--- config.mk ---
export PLATFORM = sky130hd
export DESIGN_NAME = mbm_ctrl
export DESIGN_NICKNAME = d
export VERILOG_FILES = /design/src/rtl/mutual_best_match_decoder_assert.svh /design/src/rtl/mbm_pkg.sv /design/src/rtl/mbm_ctrl.sv
export SDC_FILE = /design/constraint.sdc
export NUM_CORES = 1
export LEC_CHECK = 0
export BUFFER_PORTS_ARGS = -buffer_cell sky130_fd_sc_hd__buf_2
export CAP_MARGIN = 20
export CORE_AREA = 2 2 39 41
export DETAILED_ROUTE_END_ITERATION = 8
export DIE_AREA = 0 0 41 43
export PLACE_DENSITY = 0.46
export REMOVE_ABC_BUFFERS = 1
export SYNTH_ARGS = -nofsm -noshare
export SYNTH_HDL_FRONTEND = slang
export SYNTH_SLANG_ARGS = --single-unit
--- constraint.sdc ---
create_clock -name i_clk -period 1.1 [get_ports i_clk]
set_input_delay 0.055 -clock i_clk [delete_from_list [all_inputs] [get_ports i_clk]]
set_output_delay 0.055 -clock i_clk [all_outputs]
set_load 0.03 [all_outputs]
--- src/rtl/mutual_best_match_decoder_assert.svh ---
// Assertion macros shared by the decoder; define NO_ASSERTIONS to drop them.
`ifndef MUTUAL_BEST_MATCH_DECODER_ASSERT_SVH
`define MUTUAL_BEST_MATCH_DECODER_ASSERT_SVH
`ifndef NO_ASSERTIONS
// Same-cycle implication.
`define MBM_ASSERT_IMPLY(label, clk, rst_n, cond, prop) \
    label: assert property (@(posedge clk) disable iff (!rst_n) (cond) |-> (prop)) \
        else $error("mutual_best_match_decoder: assertion failed");
// Next-cycle implication.
`define MBM_ASSERT_NEXT(label, clk, rst_n, cond, prop) \
    label: assert property (@(posedge clk) disable iff (!rst_n) (cond) |=> (prop)) \
        else $error("mutual_best_match_decoder: assertion failed");
`else
`define MBM_ASSERT_IMPLY(label, clk, rst_n, cond, prop)
`define MBM_ASSERT_NEXT(label, clk, rst_n, cond, prop)
`endif
`endif

--- src/rtl/mbm_pkg.sv ---
package mbm_pkg;

    localparam int MAX_POINTS  = 2048;
    localparam int PT_BITS     = $clog2(MAX_POINTS);
    localparam int SIZE_BITS   = 12;
    localparam int SCORE_BITS  = 16;
    localparam int PROB_BITS   = 16;
    localparam int CFG_IDX_BITS = 2;
    localparam int CFG_DATA_BITS = 16;

    // Opcodes
    localparam logic [1:0] OP_LOAD = 2'd0;
    localparam logic [1:0] OP_QROW = 2'd1;
    localparam logic [1:0] OP_QCOL = 2'd2;

    // Register indexes
    localparam logic [CFG_IDX_BITS-1:0] CFG_ROWS = 2'd0;
    localparam logic [CFG_IDX_BITS-1:0] CFG_COLS = 2'd1;
    localparam logic [CFG_IDX_BITS-1:0] CFG_THR  = 2'd2;

    localparam logic [SIZE_BITS-1:0] SIZE_MIN = 12'd2;
    localparam logic [SIZE_BITS-1:0] SIZE_MAX = 12'd2049;
    localparam logic [PROB_BITS-1:0] THR_RESET = 16'd13107;

    // Exp series
    localparam int TERMS     = 20;
    localparam int TERM_BITS = 33;
    localparam int SUM_BITS  = 35;
    localparam int ACC_BITS  = 34;
    localparam int FRAC_BITS = 10;
    localparam int WHOLE_BITS = 4;

    typedef struct packed {
        logic signed [SCORE_BITS-1:0] value;
        logic [PT_BITS-1:0]           index;
    } t_best;

    localparam int BEST_BITS = $bits(t_best);

    typedef enum logic [2:0] {
        CS_IDLE, CS_LD_RD, CS_LD_WR, CS_Q_RD1, CS_Q_RD2, CS_Q_CHK, CS_Q_SEL, CS_Q_EXP
    } t_ctrl_state;

    typedef enum logic [2:0] {
        EX_IDLE, EX_MUL, EX_DIV, EX_ACC, EX_END, EX_POW, EX_DONE
    } t_exp_state;

    typedef struct packed {
        logic capture;
        logic ld_read;
        logic ld_write;
        logic q_read1;
        logic q_read2;
        logic q_check;
        logic exp_start;
        logic out_load;
    } t_dp_cmd;

    typedef struct packed {
        logic need_exp;
        logic exp_done;
        logic out_busy;
    } t_dp_status;

    function automatic logic [SIZE_BITS-1:0] clamp_size(input logic [SIZE_BITS-1:0] v);
        logic [SIZE_BITS-1:0] r;
        r = v;
        if (v < SIZE_MIN) r = SIZE_MIN;
        if (v > SIZE_MAX) r = SIZE_MAX;
        return r;
    endfunction

endpackage

--- src/rtl/mbm_ctrl.sv ---
module mbm_ctrl
    import mbm_pkg::*;
(
    input  logic       i_clk,
    input  logic       i_rst_n,
    input  logic       i_in_valid,
    input  logic [1:0] i_opcode,
    input  t_dp_status i_status,
    output logic       o_in_ready,
    output t_dp_cmd    o_cmd
);

    t_ctrl_state r_state, n_state;

    // Next state
    always_comb begin
        n_state = r_state;
        unique case (r_state)
            CS_IDLE: begin
                if (i_in_valid) begin
                    if (i_opcode == OP_LOAD) n_state = CS_LD_RD;
                    else if (i_opcode == OP_QROW || i_opcode == OP_QCOL) n_state = CS_Q_RD1;
                end
            end
            CS_LD_RD: n_state = CS_LD_WR;
            CS_LD_WR: n_state = CS_IDLE;
            CS_Q_RD1: n_state = CS_Q_RD2;
            CS_Q_RD2: n_state = CS_Q_CHK;
            CS_Q_CHK: n_state = CS_Q_SEL;
            CS_Q_SEL: begin
                if (i_status.need_exp) n_state = CS_Q_EXP;
                else if (!i_status.out_busy) n_state = CS_IDLE;
            end
            CS_Q_EXP: if (i_status.exp_done) n_state = CS_Q_SEL;
            default: n_state = CS_IDLE;
        endcase
    end

    always_ff @(posedge i_clk) begin
        if (!i_rst_n) begin
            r_state <= CS_IDLE;
        end else begin
            r_state <= n_state;
        end
    end

    // Commands
    always_comb begin
        o_cmd      = '0;
        o_in_ready = 1'b0;
        unique case (r_state)
            CS_IDLE: begin
                o_in_ready    = 1'b1;
                o_cmd.capture = i_in_valid;
            end
            CS_LD_RD: o_cmd.ld_read  = 1'b1;
            CS_LD_WR: o_cmd.ld_write = 1'b1;
            CS_Q_RD1: o_cmd.q_read1  = 1'b1;
            CS_Q_RD2: o_cmd.q_read2  = 1'b1;
            CS_Q_CHK: o_cmd.q_check  = 1'b1;
            CS_Q_SEL: begin
                o_cmd.exp_start = i_status.need_exp;
                o_cmd.out_load  = !i_status.need_exp && !i_status.out_busy;
            end
            CS_Q_EXP: ;
            default: ;
        endcase
    end

endmodule

==> impl_results.md, run 1 <==
- Fillers: 152
- Drt drc: 0
- Clock skew: 0.0007530 ns
- Ys async rst share: 0
- Number of buffers and inverters on the critical path: 1
- Post-synthesis register bit count: 3
- N_diodes: 0
- Vias in the first global route: 281
- Post-synth top area cell: dfxtp_1
- Setup-failing EPs final: 5
- CTS sink cnt: 3
- Post-synthesis instance area: 266.5 µm²
- Post-synthesis sequential area ratio: 0.2254
- Drt first-iter violations: 2
- Layout area overhead: 95.77%
- Post-CTS Hold Buffers: 0
- Min Tclk post-route: 1.142 ns
- CP Launch Type: flip-flop
- CP max stage cell: o41ai_2
- CP Data Arrival Time: 1.24 ns
- Initial antenna violation count: 0
- Pwr dens: 1438 nW/µm²
- Leading registers by flop count: r_state x3
- DR vias: 322
- Worst path top cell family by delay: compound AO/OA/AOI/OAI gates
- Detailed placement HPWL: 498.4 µm
- Worst Setup SP: r_state[2]
- RePlAce Congestion: 0.6645
- Total of max-cap violations: 0
- Dominant synthesized flop cell: dfxtp_1
- CP cell instances: buf_4 -> o41ai_2 -> o21ai_1
- HP Class: primary input to flip-flop
- Fmax: 0.8759 GHz
- H-tree Lvls: 1
- Critical path's largest stage delay: 0.40 ns
- Top reg by flops: r_state
- Die ar.: 1763 µm²
- Yosys top cell area share: 0.2254
- Number of synthesized flops with an enable pin: 0
- Gr usage total: 0.09920
- Largest net degree at the start of global routing: 9
- Failing checks: setup timing
- Hold Vio Cnt, Final: 0
- Max FFs per register: 3
- Worst hold slack: 0.07377 ns
- Avg WL per Cell: 11.13 µm
- Crit path required time: 1.20 ns
- R2R Path Start: r_state[2]
- Clock Latency Late Sink: 0.23 ns
- Cts bufs inserted: 3
- CTS root buf: clkbuf_4
- First-pass GRT wire length: 1131 µm
- Status: finished, violations left
- Layout net count: 65
- Clock Pin Slew Worst Setup and Hold Paths: 0.04 ns
- Leak pwr: 0.2549 nW
- Yosys warns: 0
- Dominant cells by area after synthesis: dfxtp_1 (23%), buf_6 (8.5%), nor2_1 (8.5%)
- Congestion Overflow GR: 0
- Initial cell density of the core: 0.1926
- Core footprint: 1384 µm²
- Die H: 43 µm
- Post-Layout Inst Area: 521.8 µm²
- Site row count: 14
- Port bufs: 16
- Detailed Route WL: 801 µm
- CTS tree: yes
- TritonRoute pass-1 iters: 2
- Vias/cell: 4.472
- Post-Syn Area per Cell: 8.328 µm²
- Worst setup EP type: flip-flop
- Crit share post-route: 1.038
- Worst-path fanout max: 7
- WS Path Type: flip-flop to flip-flop
- Most frequent cells in the layout: buf_4 (9), buf_2 (8), buf_6 (6), nor2_1 (4)
- Worst-margin pin slew: 0.3464 ns
- Peak supply drop: 0.6296 mV
- Final max-slew violation count: 0
- RSZ-0062 raised after global routing: yes
- Setup ws final: -0.04163 ns
- Setup TNS: -0.1123 ns
- Post-route ant nets: 0
- CTS Buffer Depth: 2
- Die width: 41 µm
- Worst Hold Launch: i_rst_n
- R2R Setup Slk: -0.04 ns
- Share of cells above drive strength 1: 0.7857
- Area after DPL: 346.6 µm²
- Syn Inst Count: 32
- Ports: 17
- Most common cell after layout, fill and taps aside: buf_4
- Synth cell types: 21
- Slew headroom: 0.7665
==> cells in the mapped netlist, drive strengths merged, types with 2 or more instances <==
cell	instances
buf	2
o21a	2
dfxtp	3
nand2	2
and2	3
a21boi	2
nor2	6
==> cell type report <==
type                       instances  area, µm²  share of cell area
timing repair buffer              23      175.2              0.3357
clock buffer                       4      26.28             0.05036
multi-input combinational         26      229.0              0.4389
tap                               16      20.02             0.03837
sequential                         3      71.32              0.1367
==> final timing paths <==
kind | cells past startpoint | end
min | 2 | r_state[2]
max | 3 | r_state[0]
max reg2reg | 3 | r_state[0]
min reg2reg | 2 | r_state[1]
==> through the flow <==
stage,util,power [W],std cells,setup slack [ns]
after global placement,0.2505,0.0004366,62,0.02851
after floorplan,-,0.0003504,29,-0.2137
after CTS,0.3201,0.0006999,70,-0.04189
after global routing,0.3770,0.0008046,72,-0.08456
after detailed placement,0.2505,0.0004395,62,0.04041
final,0.3770,0.0007501,72,-0.04163
==> kinds of logic after synthesis <==
| group | count (synthesis) | synth area share |
|---|---|---|
| compound gates | 9 | 0.2911 |
| buf+inv | 3 | 0.1033 |
| flops | 3 | 0.2254 |
| simple gates | 17 | 0.3803 |
==> repair_timing <==
action	CTS	global route
buffers inserted	4	2
hold endpoints to repair	0	0
endpoints found under the setup margin	9	11
gates resized for setup	17	17
pin swaps	3	5
==> per-layer routing <==
layer / vias up / GRT usage / wire [µm]
met5: - / 0 / 0
met4: 0 / 0.08000 / 19
met3: 2 / 0.03141 / 45
met2: 12 / 0.1406 / 428
li1: 162 / - / -
met1: 146 / 0.1150 / 308
==> report_power, final <==
group	leakage, nW	total, W	switching [W]	internal [W]
Sequential	0.0267	0.000182	0.0000466	0.000135
Combinational	0.213	0.000378	0.000196	0.000182
Clock	0.0150	0.000190	0.0000544	0.000136
Power figures use the tool's default switching activity.
==> run 2, diff against run 1 <==
PLACE_DENSITY = 0.47   (was 0.46)
clock period = 0.94 ns   (was 1.1 ns; I/O delays follow)
==> run 2 against run 1 <==
The flow still finishes with violations (setup timing). Critical endpoint is now o_cmd[4]. Register-to-register slack worse by 0.098 ns. Critical path depth is the same. Final area up 8.6%.
==> impl_results.md, run 2 (same netlist as run 1, synthesis figures left out) <==
- Die H: 43 µm (unchanged)
- First-pass GRT wire length: 1000 µm (-12%)
- CP max stage cell: dfxtp_4
- CP Data Arrival Time: 1.08 ns (-0.16 ns)
- Hold Vio Cnt, Final: 0 (unchanged)
- Number of buffers and inverters on the critical path: 2 (+1)
- Setup-failing EPs final: 12 (+7)
- Leading registers by flop count: r_state x3
- Core footprint: 1384 µm² (unchanged)
- WL met3: 54 µm (+20%)
- Site row count: 14 (unchanged)
- Final max-slew violation count: 0 (unchanged)
- CTS sink cnt: 3 (unchanged)
- RSZ-0062 raised after global routing: yes
- DRT met1 WL: 329 µm (+6.8%)
- Die ar.: 1763 µm² (unchanged)
- Area after DPL: 354.1 µm² (+2.2%)
- Crit share post-route: 1.196
- Status: finished, violations left
- Top reg by flops: r_state
- Worst Setup SP: r_state[2]
- Dpl cells: 63 (+1.6%)
- Worst-margin pin slew: 0.4056 ns (+0.05919 ns)
- Failing checks: setup timing
- Clock skew: 0.003034 ns (+0.002281 ns)
- Drt first-iter violations: 3 (+1)
- Post-Layout Cell Count: 72 (unchanged)
- H-tree Lvls: 1 (unchanged)
- Peak supply drop: 1.175 mV (+87%)
- Fmax: 0.8894 GHz
- Hold Path Stages: 3 (+1)
- HP Class: primary input to flip-flop
- Top Layer Used: met4
- Die width: 41 µm (unchanged)
- Drt drc: 0 (unchanged)
- Vias/cell: 4.361 (-2.5%)
- Largest net degree at the start of global routing: 13 (+4)
- Setup ws final: -0.1844 ns (-0.1428 ns)
- Vias in the first global route: 245 (-13%)
- TritonRoute pass-1 iters: 2 (unchanged)
- Detailed placement HPWL: 455.5 µm (-8.6%)
- CTS root buf: clkbuf_4
- RePlAce Congestion: 0.7301 (+9.9%)
- Critical path's largest stage delay: 0.38 ns (-0.02 ns)
- Met2 WL post-DR: 398 µm (-7.0%)
- Most common cell after layout, fill and taps aside: buf_6
- Congestion Overflow GR: 0 (unchanged)
- Worst path top cell family by delay: flip-flops
- Post-Layout Inst Area: 566.8 µm² (+8.6%)
- Max FFs per register: 3 (unchanged)
- Post-route ant nets: 0 (unchanged)
- Port bufs: 16 (unchanged)
- Initial antenna violation count: 0 (unchanged)
- WS Path Type: flip-flop to primary output
- Total of max-cap violations: 0 (unchanged)
- Setup TNS: -1.707 ns (-1.595 ns)
- Initial cell density of the core: 0.1926 (unchanged)
- CP Launch Type: flip-flop
- Most frequent cells in the layout: buf_6 (10), buf_2 (7), buf_4 (6)
- CP cell instances: buf_6 -> and2b_2 -> buf_6
- DR vias: 314 (-2.5%)
- Clock Latency Late Sink: 0.23 ns (about the same)
- Avg WL per Cell: 11.13 µm (unchanged)
- Critical path depth: 3 (unchanged)
- Worst Hold Launch: i_status[1]
- Leak pwr: 0.2678 nW (+5.1%)
- Post-CTS Hold Buffers: 0 (unchanged)
- Tot Pwr: 0.0009533 W (+27%)
- CTS tree: yes
- Pwr dens: 1682 nW/µm² (+17%)
- Cts bufs inserted: 3 (unchanged)
- Crit path required time: 0.89 ns (-0.31 ns)
- Layout area overhead: 112.7%
- Min Tclk post-route: 1.124 ns
- Ports: 17 (unchanged)
- Gr usage total: 0.09529 (-0.003913)
- Worst setup EP type: primary output
- Clock Pin Slew Worst Setup and Hold Paths: 0.03 ns (about the same)
- Detailed Route WL: 801 µm (unchanged)
- CTS Buffer Depth: 2 (unchanged)
- Layout net count: 65 (unchanged)
- R2R Path Start: r_state[0]
- Worst-path fanout max: 4 (-3)
- Slew headroom: 0.7272 (-0.03936)
- Worst r2r path cells: 3 (unchanged)
- Worst hold slack: 0.07019 ns (-0.003581 ns)
- Most used cell, CP: buf_6
- N_diodes: 0 (unchanged)
- Share of cells above drive strength 1: 0.8036 (+0.01786)
run 2: tightest hold or removal path, delay by kind of cell:
| kind | cells | cell delay (ns) |
|---|---|---|
| and+or+nand+nor | 1 | 0.09 |
| buffers and inverters | 1 | 0.07 |
| AOI/OAI and AO/OA | 1 | 0.05 |
run 2: path summary, 6_finish.rpt:
kind | slack [ns] | endpoint
setup reg to reg | -0.14 | r_state[0]
setup / recovery | -0.18 | o_cmd[4]
hold / removal | 0.07 | r_state[0]
hold reg to reg | 0.63 | r_state[0]
run 2: metal layers:
layer	vias to the layer above	track usage
li1	162	-
met1	138	0.1058
met2	12	0.1063
met3	2	0.06806
met4	0	0.1000
met5	-	0
run 2: what timing repair did:
| action | in CTS | in global routing |
|---|---|---|
| endpoints found under the setup margin | 12 | 12 |
| resized for setup | 25 | 21 |
| setup buffers | 3 | 2 |
| pin swaps | 2 | 5 |
run 2: stage by stage:
stage                     worst slack [ns]    util
after floorplan                    -0.3657       -
after global placement             -0.1340  0.2559
after detailed placement           -0.1218  0.2559
after CTS                          -0.1906  0.3391
after global routing               -0.2252  0.4096
final                              -0.1844  0.4096
run 2: power breakdown:
part | total, W | internal (W) | switching [W]
clock | 0.000224 | 0.000159 | 0.0000653
combinational | 0.000516 | 0.000259 | 0.000257
sequential | 0.000213 | 0.000158 | 0.0000545
run 2: layout make-up:
type | count | area (µm²)
clock buffers | 4 | 26.28
repair buffers | 23 | 192.7
fillers | 150 | 817.0
multi-input cells | 26 | 256.5
well taps | 16 | 20.02
flip-flops and latches | 3 | 71.32
